## src/rtl/rrsu_pkg.sv

```systemverilog
// ----------------------------------------------------------------------------
// rrsu_pkg: shared types and constants
// Widths, mode codes, register indexes and the result record used by the
// run reduce and scan unit.
// ----------------------------------------------------------------------------
package rrsu_pkg;

	localparam int SAMPLE_W = 32;
	localparam int VALUE_W  = 64;
	localparam int POS_W    = 16;
	localparam int MODE_W   = 4;
	localparam int ORIGIN_W = 16;
	localparam int ARG_W    = POS_W + 2;

	// longest run whose index is still counted; later elements share the cap
	localparam int RUN_LENGTH_MAX = 65536;
	localparam int POS_CAP_INT    = ((RUN_LENGTH_MAX - 1) < ((1 << POS_W) - 1)) ?
		(RUN_LENGTH_MAX - 1) : ((1 << POS_W) - 1);
	localparam logic [POS_W-1:0] POS_CAP = POS_W'(POS_CAP_INT);

	// result queue between front and back; depth must be a power of two
	localparam int QUEUE_DEPTH = 4;
	localparam int QPTR_W      = $clog2(QUEUE_DEPTH);
	localparam int QCNT_W      = $clog2(QUEUE_DEPTH + 1);

	// configuration port
	localparam int APB_DATA_W = 32;
	localparam int APB_ADDR_W = 3;
	localparam logic REG_MODE   = 1'b0;
	localparam logic REG_ORIGIN = 1'b1;
	localparam logic [MODE_W-1:0]   MODE_RESET   = '0;
	localparam logic [ORIGIN_W-1:0] ORIGIN_RESET = ORIGIN_W'(1);

	typedef enum logic [MODE_W-1:0] {
		MODE_MIN    = 4'd0,
		MODE_MAX    = 4'd1,
		MODE_ARGMIN = 4'd2,
		MODE_ARGMAX = 4'd3,
		MODE_PTP    = 4'd4,
		MODE_SUM    = 4'd5,
		MODE_PSUM   = 4'd6,
		MODE_DIF    = 4'd7,
		MODE_CUM    = 4'd8,
		MODE_ZCEN   = 4'd9,
		MODE_PCEN   = 4'd10,
		MODE_UNCP   = 4'd11
	} mode_t;

	typedef struct packed {
		logic [MODE_W-1:0]   mode;
		logic [ORIGIN_W-1:0] origin;
	} cfg_t;

	typedef struct packed {
		logic [VALUE_W-1:0] value;
		logic               half;
		logic               length_error;
		logic               last_result;
	} result_t;

	// results written into the queue in one cycle (count is 0, 1 or 2)
	typedef struct packed {
		logic [1:0] count;
		result_t    r0;
		result_t    r1;
	} push_t;

	typedef struct packed {
		logic    valid;
		result_t res;
	} head_t;

	function automatic result_t make_result(logic [VALUE_W-1:0] v, logic h, logic e, logic l);
		result_t r;
		r.value        = v;
		r.half         = h;
		r.length_error = e;
		r.last_result  = l;
		return r;
	endfunction

endpackage

```

## src/rtl/rrsu_if.sv

```systemverilog
// ----------------------------------------------------------------------------
// rrsu stream interfaces
// Sample channel into the unit and result channel out of it, valid/ready.
// ----------------------------------------------------------------------------
interface rrsu_in_if;
	logic                                 valid;
	logic                                 ready;
	logic signed [rrsu_pkg::SAMPLE_W-1:0] sample;
	logic                                 last_sample;

	modport source (output valid, output sample, output last_sample, input ready);
	modport sink   (input valid, input sample, input last_sample, output ready);
endinterface

interface rrsu_out_if;
	logic                                valid;
	logic                                ready;
	logic signed [rrsu_pkg::VALUE_W-1:0] value;
	logic                                half;
	logic                                length_error;
	logic                                last_result;

	modport source (output valid, output value, output half, output length_error,
		output last_result, input ready);
	modport sink   (input valid, input value, input half, input length_error,
		input last_result, output ready);
endinterface

```

## src/rtl/run_reduce_and_scan_unit_top.sv

```systemverilog
// ----------------------------------------------------------------------------
// run_reduce_and_scan_unit_top: run reduction and prefix scan
// Channel   Dir  Handshake      Payload
// samples   in   valid/ready    sample[31:0] signed, last_sample
// results   out  valid/ready    value[63:0] signed, half, length_error,
//                               last_result
// apb       in   psel/penable   paddr[2:0], pwdata/prdata[31:0]; mode @0,
//                               index_origin @4
//
// One sample is taken per cycle while the result queue has room; its results
// pass through the result queue into the output register. The output register
// sends one result per cycle while results.ready is high, so the two-result
// items (end of cum and pcen runs) leave as two results in turn. samples.ready
// drops while the four-entry result queue has under two free entries. Reset
// clears all run state at once; no clearing pass.
module run_reduce_and_scan_unit_top (
	input  logic                            clk,
	input  logic                            arst_n,
	input  logic                            psel,
	input  logic                            penable,
	input  logic                            pwrite,
	input  logic [rrsu_pkg::APB_ADDR_W-1:0] paddr,
	input  logic [rrsu_pkg::APB_DATA_W-1:0] pwdata,
	output logic [rrsu_pkg::APB_DATA_W-1:0] prdata,
	output logic                            pready,
	rrsu_in_if.sink                         samples,
	rrsu_out_if.source                      results
);
	import rrsu_pkg::*;

	cfg_t  cfg_q;
	push_t push;
	head_t head;
	logic  room, pop, wr_en;

	// register file
	assign pready = 1'b1;
	assign wr_en  = psel && penable && pwrite && pready;

	always_ff @(posedge clk or negedge arst_n) begin
		if (!arst_n) begin
			cfg_q.mode   <= MODE_RESET;
			cfg_q.origin <= ORIGIN_RESET;
		end else if (wr_en) begin
			case (paddr[2])
				REG_MODE:   cfg_q.mode   <= pwdata[MODE_W-1:0];
				REG_ORIGIN: cfg_q.origin <= pwdata[ORIGIN_W-1:0];
				default:    cfg_q        <= cfg_q;
			endcase
		end
	end

	always_comb begin
		case (paddr[2])
			REG_MODE:   prdata = APB_DATA_W'(cfg_q.mode);
			REG_ORIGIN: prdata = APB_DATA_W'(cfg_q.origin);
			default:    prdata = '0;
		endcase
	end

	rrsu_front u_front (
		.clk     (clk),
		.arst_n  (arst_n),
		.cfg     (cfg_q),
		.room    (room),
		.samples (samples),
		.push    (push)
	);

	rrsu_queue u_queue (
		.clk    (clk),
		.arst_n (arst_n),
		.push   (push),
		.pop    (pop),
		.room   (room),
		.head   (head)
	);

	rrsu_back u_back (
		.clk     (clk),
		.arst_n  (arst_n),
		.head    (head),
		.pop     (pop),
		.results (results)
	);

endmodule

```

## src/rtl/rrsu_front.sv

```systemverilog
// ----------------------------------------------------------------------------
// rrsu_front: sample intake and run tracking
// Accepts one sample a cycle while room is high, updates the running trackers
// and forms the zero, one or two result records that the sample causes.
// ----------------------------------------------------------------------------
module rrsu_front (
	input  logic            clk,
	input  logic            arst_n,
	input  rrsu_pkg::cfg_t  cfg,
	input  logic            room,
	rrsu_in_if.sink         samples,
	output rrsu_pkg::push_t push
);
	import rrsu_pkg::*;

	logic [POS_W-1:0]    pos_q;
	logic [VALUE_W-1:0]  acc_q;
	logic [SAMPLE_W-1:0] prev_q;
	logic [VALUE_W-1:0]  pending_q;
	logic [SAMPLE_W-1:0] lo_q, hi_q;
	logic [POS_W-1:0]    lo_pos_q, hi_pos_q;

	logic                accept, first, last;
	logic [SAMPLE_W-1:0] x;
	logic [VALUE_W-1:0]  x64, acc_after, pending_next;
	logic [SAMPLE_W-1:0] lo_n, hi_n;
	logic [POS_W-1:0]    lo_pos_n, hi_pos_n, pos_next;
	logic [SAMPLE_W:0]   diff, mean_sum, ptp;
	logic [VALUE_W-1:0]  diff64, mean64, ptp64, lo64, hi64, arg_lo64, arg_hi64;
	logic signed [ARG_W-1:0] arg_lo, arg_hi;
	logic [1:0]          n;
	result_t             r0, r1;

	assign samples.ready = room;
	assign accept        = samples.valid && room;
	assign x             = samples.sample;
	assign last          = samples.last_sample;
	assign first         = (pos_q == '0);
	assign x64           = {{(VALUE_W-SAMPLE_W){x[SAMPLE_W-1]}}, x};
	assign acc_after     = acc_q + x64;

	// track extremes; a new maximum takes precedence over a new minimum
	always_comb begin
		lo_n     = lo_q;
		hi_n     = hi_q;
		lo_pos_n = lo_pos_q;
		hi_pos_n = hi_pos_q;
		if (first) begin
			lo_n     = x;
			hi_n     = x;
			lo_pos_n = '0;
			hi_pos_n = '0;
		end else if ($signed(x) > $signed(hi_q)) begin
			hi_n     = x;
			hi_pos_n = pos_q;
		end else if ($signed(x) < $signed(lo_q)) begin
			lo_n     = x;
			lo_pos_n = pos_q;
		end
	end

	// element arithmetic, all at 33 bits before extension
	assign diff     = {x[SAMPLE_W-1], x} - {prev_q[SAMPLE_W-1], prev_q};
	assign mean_sum = {x[SAMPLE_W-1], x} + {prev_q[SAMPLE_W-1], prev_q};
	assign ptp      = (lo_pos_n < hi_pos_n) ?
		({hi_n[SAMPLE_W-1], hi_n} - {lo_n[SAMPLE_W-1], lo_n}) :
		({lo_n[SAMPLE_W-1], lo_n} - {hi_n[SAMPLE_W-1], hi_n});
	assign diff64 = {{(VALUE_W-SAMPLE_W-1){diff[SAMPLE_W]}}, diff};
	assign ptp64  = {{(VALUE_W-SAMPLE_W-1){ptp[SAMPLE_W]}}, ptp};
	// floor of the pair mean; the dropped bit is the half
	assign mean64 = {{(VALUE_W-SAMPLE_W){mean_sum[SAMPLE_W]}}, mean_sum[SAMPLE_W:1]};
	assign lo64   = {{(VALUE_W-SAMPLE_W){lo_n[SAMPLE_W-1]}}, lo_n};
	assign hi64   = {{(VALUE_W-SAMPLE_W){hi_n[SAMPLE_W-1]}}, hi_n};

	assign arg_lo   = ARG_W'($signed({1'b0, lo_pos_n})) + ARG_W'($signed(cfg.origin));
	assign arg_hi   = ARG_W'($signed({1'b0, hi_pos_n})) + ARG_W'($signed(cfg.origin));
	assign arg_lo64 = VALUE_W'(arg_lo);
	assign arg_hi64 = VALUE_W'(arg_hi);

	assign pending_next = first ? x64 : ((x64 << 1) - pending_q);
	assign pos_next     = last ? '0 : ((pos_q < POS_CAP) ? pos_q + 1'b1 : pos_q);

	// classify the sample into result records
	always_comb begin
		n  = 2'd0;
		r0 = make_result('0, 1'b0, 1'b0, 1'b0);
		r1 = make_result(acc_after, 1'b0, 1'b0, 1'b1);
		case (cfg.mode)
			MODE_MIN: begin
				n  = last ? 2'd1 : 2'd0;
				r0 = make_result(lo64, 1'b0, 1'b0, 1'b1);
			end
			MODE_MAX: begin
				n  = last ? 2'd1 : 2'd0;
				r0 = make_result(hi64, 1'b0, 1'b0, 1'b1);
			end
			MODE_ARGMIN: begin
				n  = last ? 2'd1 : 2'd0;
				r0 = make_result(arg_lo64, 1'b0, 1'b0, 1'b1);
			end
			MODE_ARGMAX: begin
				n  = last ? 2'd1 : 2'd0;
				r0 = make_result(arg_hi64, 1'b0, 1'b0, 1'b1);
			end
			MODE_PTP: begin
				n  = last ? 2'd1 : 2'd0;
				r0 = make_result(ptp64, 1'b0, 1'b0, 1'b1);
			end
			MODE_SUM: begin
				n  = last ? 2'd1 : 2'd0;
				r0 = make_result(acc_after, 1'b0, 1'b0, 1'b1);
			end
			MODE_PSUM: begin
				n  = 2'd1;
				r0 = make_result(acc_after, 1'b0, 1'b0, last);
			end
			MODE_DIF: begin
				n  = (first && !last) ? 2'd0 : 2'd1;
				r0 = first ? make_result('0, 1'b0, 1'b1, 1'b1) :
					make_result(diff64, 1'b0, 1'b0, last);
			end
			MODE_CUM: begin
				n  = last ? 2'd2 : 2'd1;
				r0 = make_result(acc_q, 1'b0, 1'b0, 1'b0);
			end
			MODE_ZCEN: begin
				n  = (first && !last) ? 2'd0 : 2'd1;
				r0 = first ? make_result('0, 1'b0, 1'b1, 1'b1) :
					make_result(mean64, mean_sum[0], 1'b0, last);
			end
			MODE_PCEN: begin
				n  = last ? 2'd2 : 2'd1;
				r0 = first ? make_result(x64, 1'b0, 1'b0, 1'b0) :
					make_result(mean64, mean_sum[0], 1'b0, 1'b0);
				r1 = make_result(x64, 1'b0, 1'b0, 1'b1);
			end
			MODE_UNCP: begin
				n  = (first && !last) ? 2'd0 : 2'd1;
				r0 = first ? make_result('0, 1'b0, 1'b1, 1'b1) :
					make_result(pending_q, 1'b0, 1'b0, last);
			end
			default: begin
				n = 2'd0;
			end
		endcase
	end

	always_comb begin
		push.count = accept ? n : 2'd0;
		push.r0    = r0;
		push.r1    = r1;
	end

	// advance run state on each accepted item; clear sums at run end
	always_ff @(posedge clk or negedge arst_n) begin
		if (!arst_n) begin
			pos_q     <= '0;
			acc_q     <= '0;
			prev_q    <= '0;
			pending_q <= '0;
			lo_q      <= '0;
			hi_q      <= '0;
			lo_pos_q  <= '0;
			hi_pos_q  <= '0;
		end else if (accept) begin
			pos_q     <= pos_next;
			acc_q     <= last ? '0 : acc_after;
			pending_q <= last ? '0 : pending_next;
			prev_q    <= x;
			lo_q      <= lo_n;
			hi_q      <= hi_n;
			lo_pos_q  <= lo_pos_n;
			hi_pos_q  <= hi_pos_n;
		end
	end

endmodule

```

## src/rtl/rrsu_queue.sv

```systemverilog
// ----------------------------------------------------------------------------
// rrsu_queue: result queue
// Short queue of result records; takes up to two a cycle, gives one.
// ----------------------------------------------------------------------------
module rrsu_queue (
	input  logic            clk,
	input  logic            arst_n,
	input  rrsu_pkg::push_t push,
	input  logic            pop,
	output logic            room,
	output rrsu_pkg::head_t head
);
	import rrsu_pkg::*;

	result_t           entry_q [QUEUE_DEPTH];
	logic [QPTR_W-1:0] wr_ptr_q, rd_ptr_q, wr_ptr_next;
	logic [QCNT_W-1:0] count_q;
	logic              do_pop;

	// room for the worst case of two records
	assign room        = (count_q <= QCNT_W'(QUEUE_DEPTH - 2));
	assign head.valid  = (count_q != '0);
	assign head.res    = entry_q[rd_ptr_q];
	assign do_pop      = pop && head.valid;
	assign wr_ptr_next = wr_ptr_q + 1'b1;

	// store records at the tail
	always_ff @(posedge clk) begin
		if (push.count != 2'd0) begin
			entry_q[wr_ptr_q] <= push.r0;
		end
		if (push.count == 2'd2) begin
			entry_q[wr_ptr_next] <= push.r1;
		end
	end

	// advance pointers and fill count
	always_ff @(posedge clk or negedge arst_n) begin
		if (!arst_n) begin
			wr_ptr_q <= '0;
			rd_ptr_q <= '0;
			count_q  <= '0;
		end else begin
			wr_ptr_q <= wr_ptr_q + QPTR_W'(push.count);
			if (do_pop) begin
				rd_ptr_q <= rd_ptr_q + 1'b1;
			end
			count_q <= count_q + QCNT_W'(push.count) - QCNT_W'(do_pop);
		end
	end

endmodule

```

## src/rtl/rrsu_back.sv

```systemverilog
// ----------------------------------------------------------------------------
// rrsu_back: result output stage
// Drains the queue into the output register, one item a cycle unless stalled.
// ----------------------------------------------------------------------------
module rrsu_back (
	input  logic            clk,
	input  logic            arst_n,
	input  rrsu_pkg::head_t head,
	output logic            pop,
	rrsu_out_if.source      results
);
	import rrsu_pkg::*;

	logic    valid_q;
	result_t res_q;

	// refill whenever the register is empty or being taken
	assign pop = head.valid && (!valid_q || results.ready);

	assign results.valid        = valid_q;
	assign results.value        = res_q.value;
	assign results.half         = res_q.half;
	assign results.length_error = res_q.length_error;
	assign results.last_result  = res_q.last_result;

	always_ff @(posedge clk or negedge arst_n) begin
		if (!arst_n) begin
			valid_q <= 1'b0;
		end else if (pop) begin
			valid_q <= 1'b1;
		end else if (results.ready) begin
			valid_q <= 1'b0;
		end
	end

	// hold payload while stalled
	always_ff @(posedge clk) begin
		if (pop) begin
			res_q <= head.res;
		end
	end

endmodule

```

## src/flat_wrapper.sv

```systemverilog
// flat-port wrapper written by rule: the top's interface ports become plain ports
module run_reduce_and_scan_unit_top_flat import rrsu_pkg::*;
  (clk, arst_n, psel, penable, pwrite, paddr, pwdata, prdata, pready, samples_valid, samples_sample, samples_last_sample, samples_ready, results_valid, results_value, results_half, results_length_error, results_last_result, results_ready);
  rrsu_in_if samples_i ();
  rrsu_out_if results_i ();
  input  logic clk;
  input  logic arst_n;
  input  logic psel;
  input  logic penable;
  input  logic pwrite;
  input  logic [rrsu_pkg::APB_ADDR_W-1:0] paddr;
  input  logic [rrsu_pkg::APB_DATA_W-1:0] pwdata;
  output logic [rrsu_pkg::APB_DATA_W-1:0] prdata;
  output logic pready;
  input wire logic [$bits(samples_i.valid)-1:0] samples_valid;
  input wire logic [$bits(samples_i.sample)-1:0] samples_sample;
  input wire logic [$bits(samples_i.last_sample)-1:0] samples_last_sample;
  output wire logic [$bits(samples_i.ready)-1:0] samples_ready;
  output wire logic [$bits(results_i.valid)-1:0] results_valid;
  output wire logic [$bits(results_i.value)-1:0] results_value;
  output wire logic [$bits(results_i.half)-1:0] results_half;
  output wire logic [$bits(results_i.length_error)-1:0] results_length_error;
  output wire logic [$bits(results_i.last_result)-1:0] results_last_result;
  input wire logic [$bits(results_i.ready)-1:0] results_ready;
  assign samples_i.valid = samples_valid;
  assign samples_i.sample = samples_sample;
  assign samples_i.last_sample = samples_last_sample;
  assign samples_ready = samples_i.ready;
  assign results_valid = results_i.valid;
  assign results_value = results_i.value;
  assign results_half = results_i.half;
  assign results_length_error = results_i.length_error;
  assign results_last_result = results_i.last_result;
  assign results_i.ready = results_ready;
  run_reduce_and_scan_unit_top u_core (.clk(clk), .arst_n(arst_n), .psel(psel), .penable(penable), .pwrite(pwrite), .paddr(paddr), .pwdata(pwdata), .prdata(prdata), .pready(pready), .samples(samples_i), .results(results_i));
endmodule
```

## config.mk

```make
export PLATFORM = sky130hd
export DESIGN_NAME = run_reduce_and_scan_unit_top_flat
export DESIGN_NICKNAME = d
export VERILOG_FILES = /design/src/rtl/rrsu_pkg.sv /design/src/rtl/rrsu_if.sv /design/src/rtl/run_reduce_and_scan_unit_top.sv /design/src/rtl/rrsu_front.sv /design/src/rtl/rrsu_queue.sv /design/src/rtl/rrsu_back.sv /design/src/flat_wrapper.sv
export SDC_FILE = /design/constraint.sdc
export NUM_CORES = 2
export LEC_CHECK = 0
export ABC_AREA = 1
export BUFFER_PORTS_ARGS = -buffer_cell sky130_fd_sc_hd__buf_2
export CORE_ASPECT_RATIO = 1.25
export CORE_MARGIN = 5
export CORE_UTILIZATION = 57
export CTS_CLUSTER_DIAMETER = 200
export CTS_CLUSTER_SIZE = 28
export DETAILED_ROUTE_END_ITERATION = 8
export PLACE_DENSITY_LB_ADDON = 0.3
export SYNTH_ARGS = -nofsm -noshare
export SYNTH_HDL_FRONTEND = slang
export SYNTH_SLANG_ARGS = --single-unit
```

## constraint.sdc

```tcl
create_clock -name clk -period 6.3 [get_ports clk]
set_input_delay 0.63 -clock clk [delete_from_list [all_inputs] [get_ports clk]]
set_output_delay 0.63 -clock clk [all_outputs]
set_load 0.01 [all_outputs]
```

==> key figures <==
Floorplanning
  – Core area: around 90000 sq um
  – Die area: 95100 sq um
  – Starting Density: 0.573
  – Rows: 122
  – Die height: around 340 um
  – DIE WIDTH: 277 um
  – Ports: 177

Detailed routing
  – Routed wire length per instance: 24.0 um
  – WL final: 204000 um
  – DRC: 0
  – Via density: between 6 and 7
  – First-iteration detailed-routing DRC count: 6179
  – Detailed-route via count: 52000
  – DRT antenna net count: 0
  – Pre-antenna DRT Iters: 6

Global routing
  – Initial antenna violation count: 5
  – Vias in the first global route: approximately 50000
  – Met2 GRT Util: 0.675
  – M1 GR Usage: 0.499
  – Gr usage total: 0.412
  – Total gr overflow: 0
  – Largest net degree at the start of global routing: 131
  – Top Usage Layer GRT: met2
  – GR met3 Demand/Resource: 0.0812
  – First-pass GRT wire length: a little over 300000 um

Hold path
  – Hold Crit Class: in -> reg

Placed design
  – Buffers on Ports: about 140
  – GPL Wtd Cong: 1.06
  – Pre-CTS worst setup slack: -0.186 ns
  – Hpwl dp: 158000 um

Finish
  – Multi-input gate area: around 29000 sq um
  – Final Util: 0.621
  – Synth-to-layout area growth: 8.31%
  – Post-layout net count: 7767
  – Layout cells sized above 1: 0.0799
  – Sequential Area: ~17000 sq um
  – # fillers: 8168

Synthesis
  – Area fraction in compound gates after synthesis: 0.202
  – Yosys warning count: 0
  – Synth Instances: 7151
  – Post-synthesis mux area share: 0.00244
  – Post-synth EDFFs: 323
  – Largest family of logic cells by synthesized area: simple AND/OR/NAND/NOR gates
  – Avg Inst Size Synth: 7.10 sq um
  – Synth Cell Area: 50700 sq um
  – XOR/XNOR share of the synthesized area: 0.0331
  – Flops & latches, synth: 635
  – Post-synthesis async set-or-reset flop share: 0.472
  – Simple-Gate Fraction of Synth Area: 0.233
  – Part of the Yosys area used for sequential elements: 0.344
  – Distinct cells, synth: 73
  – Synth Area in Adders: 0.0945
  – Ys flop type: edfxtp_1

Critical path
  – Slowest cell on crit path: nor4_2
  – Worst path required time: between 6 and 7 ns
  – Critical path's largest stage delay: ~0.55 ns
  – CP startpoint: u_core.u_front.hi_q[31]
  – WP data arrival: ~6.4 ns
  – R2R Setup Slk: 0.33 ns
  – Most frequent CP cell: nand2_1
  – Startpoint Class: register
  – FF-to-FF path depth: 28
  – Worst r2r src: u_core.u_front.hi_q[31]
  – Worst setup path class: reg -> reg
  – Worst Setup End Kind: register
  – Worst-path fanout max: 31
  – CP endpoint: u_core.u_queue.entry_q[1][16]
  – FF-to-FF End: u_core.u_queue.entry_q[1][16]

Timing
  – Max_slew headroom: 0.0573
  – Crit path time final: roughly 6 ns
  – Slack of the critical path: about 0.33 ns
  – Fin. max-slew vios: 0
  – Fmax: about 0.17 GHz
  – Endpoints failing setup: 0
  – Tcrit/Tclk final: 0.948
  – Worst slew pin tran: 1.40 ns
  – Clk_skew: approximately 0.054 ns
  – Hold Vio Cnt, Final: 0
  – WHS: 0.176 ns

CTS
  – Clock tree buffer depth: 3
  – Post-CTS Setup Bufs: 0
  – Worst-Skew Late Latency: slightly below 0.7 ns
  – # clock sinks: about 640
  – Clk slew on worst S/H paths: about 0.13 ns
  – CTS root buf: clkbuf_16
  – CTS tree: built
  – CTS H-tree lvls: 1
  – TritonCTS buffer count: 26

Job
  – Max-cap violations: 0

Status
  – Result of the run: finished clean
synth_stat cells (all sizes together), types with 4 or more instances:
cell type  number  area, sq um
o22ai         109          682
a221oi         29          254
o2111ai        27          236
clkbuf        215          810
nor4           34          231
a2111oi         7         61.3
o221ai         26          228
nand4          31          194
o31ai          10         75.1
clkinv          7         26.3
dfxtp          12          240
ha            369         4620
o32ai           5         43.8
dfrtp         299         7480
a22o            4         35.0
a21boi         15          128
nand3         197         1020
nor3           83          430
nand2        1948         7410
nand3b         10         75.1
a21o           12         90.1
xnor2          48          420
a21oi         516         2610
nor2          622         2340
edfxtp        323         9700
o21bai         18          146
mux2           11          124
xor2          144         1260
and3            4         25.0
a31oi          69          432
fa              9          180
o211ai         70          526
buf            84          457
a211oi         19          143
a32oi          13          114
o21ai         804         4060
inv           880         3300
o21a           38          285
or2            10         62.6
what timing repair did:
item / CTS / global route
hold buffers: 1 / 0
endpoints found under the hold margin: 51 / 0
setup endpoints to repair: 0 / 153
resized for setup: 0 / 19
how the worst min path moves through the flow:
stage | start | to | slack (ns) | depth (start not counted)
3_3_place_gp | u_core.u_queue.entry_q[3][0] | u_core.u_queue.entry_q[3][0] | 0.44 | 2
3_5_place_dp | u_core.u_queue.entry_q[3][0] | u_core.u_queue.entry_q[3][0] | 0.45 | 2
6_report | pwdata[9] | u_core.cfg_q[9] | 0.18 | 2
5_1_grt | pwdata[7] | u_core.cfg_q[7] | 0.18 | 2
4_1_cts | pwdata[9] | u_core.cfg_q[9] | 0.17 | 2
2_1_floorplan | arst_n | u_core.cfg_q[10] | 0.33 | 0
worst max-delay path, delay by kind of cell, from the launching register on:
family	cells	cell delay (ns)
buffers and inverters	6	0.77
xor gates and xnor gates	1	0.20
DFF	1	0.42
adders and majority gates	2	0.65
and+or+nand+nor	11	1.60
AOI/OAI and AO/OA	8	2.02
layout make-up:
cell class | instances | area share
clock inverter | 1 | 0.000205
multi-input combinational | 5345 | 0.526
antenna | 5 | 0.000228
clock buffer | 46 | 0.0136
tap | 1178 | 0.0268
sequential | 635 | 0.318
timing repair buffer | 419 | 0.0550
inverter | 887 | 0.0606
placed cells by master (no fill, tap or decap), types with 48 or more instances in the layout:
cell type,instances
nand3_1,191
a31oi_1,69
a21oi_1,507
o22ai_1,109
xnor2_1,48
nor2_1,611
xor2_1,144
inv_1,863
nor3_1,79
o21ai_1,70
buf_2,140
o21ai_0,724
buf_4,259
ha_1,369
dfrtp_1,297
o211ai_1,70
nand2_1,1905
edfxtp_1,323
state kept, by name, summed over array words and instances, names as in the netlist, 20 cells and up:
register	cells
u_core.u_back.results.value	64
u_core.cfg_q	20
u_core.u_front.prev_q	32
u_core.u_front.acc_q	64
u_core.u_queue.entry_q	268
u_core.u_front.pending_q	64
u_core.u_front.lo_q	32
u_core.u_front.hi_q	32
per-stage QoR:
step             TNS, ns  instance area, sq um  instances
3_3_place_gp      -0.699                 54100       8463
2_1_floorplan          0                 50800       7166
5_1_grt        -0.000693                 55000       8513
3_5_place_dp       -1.25                 54100       8463
6_report               0                 55000       8516
4_1_cts                0                 54900       8511
cells by family (layout without fill, tap and decap cells):
kind of cell,count (synthesis),count (layout)
flops,635,635
xor+xnor,192,192
simple gates,2945,2945
other cells,2,22
buf+inv,1186,1353
mux,11,11
compound gates,1802,1802
fa+ha+maj,378,378
per-layer routing:
| layer | vias up | wire [um] |
|---|---|---|
| met5 | - | 29 |
| met4 | 4 | 17200 |
| met3 | 672 | 20600 |
| met2 | 2930 | 92300 |
| met1 | 24200 | 74000 |
| li1 | 24200 | - |
Power is not shown: default switching activity piles up to over one toggle a cycle in this logic, so the estimate is an artifact.
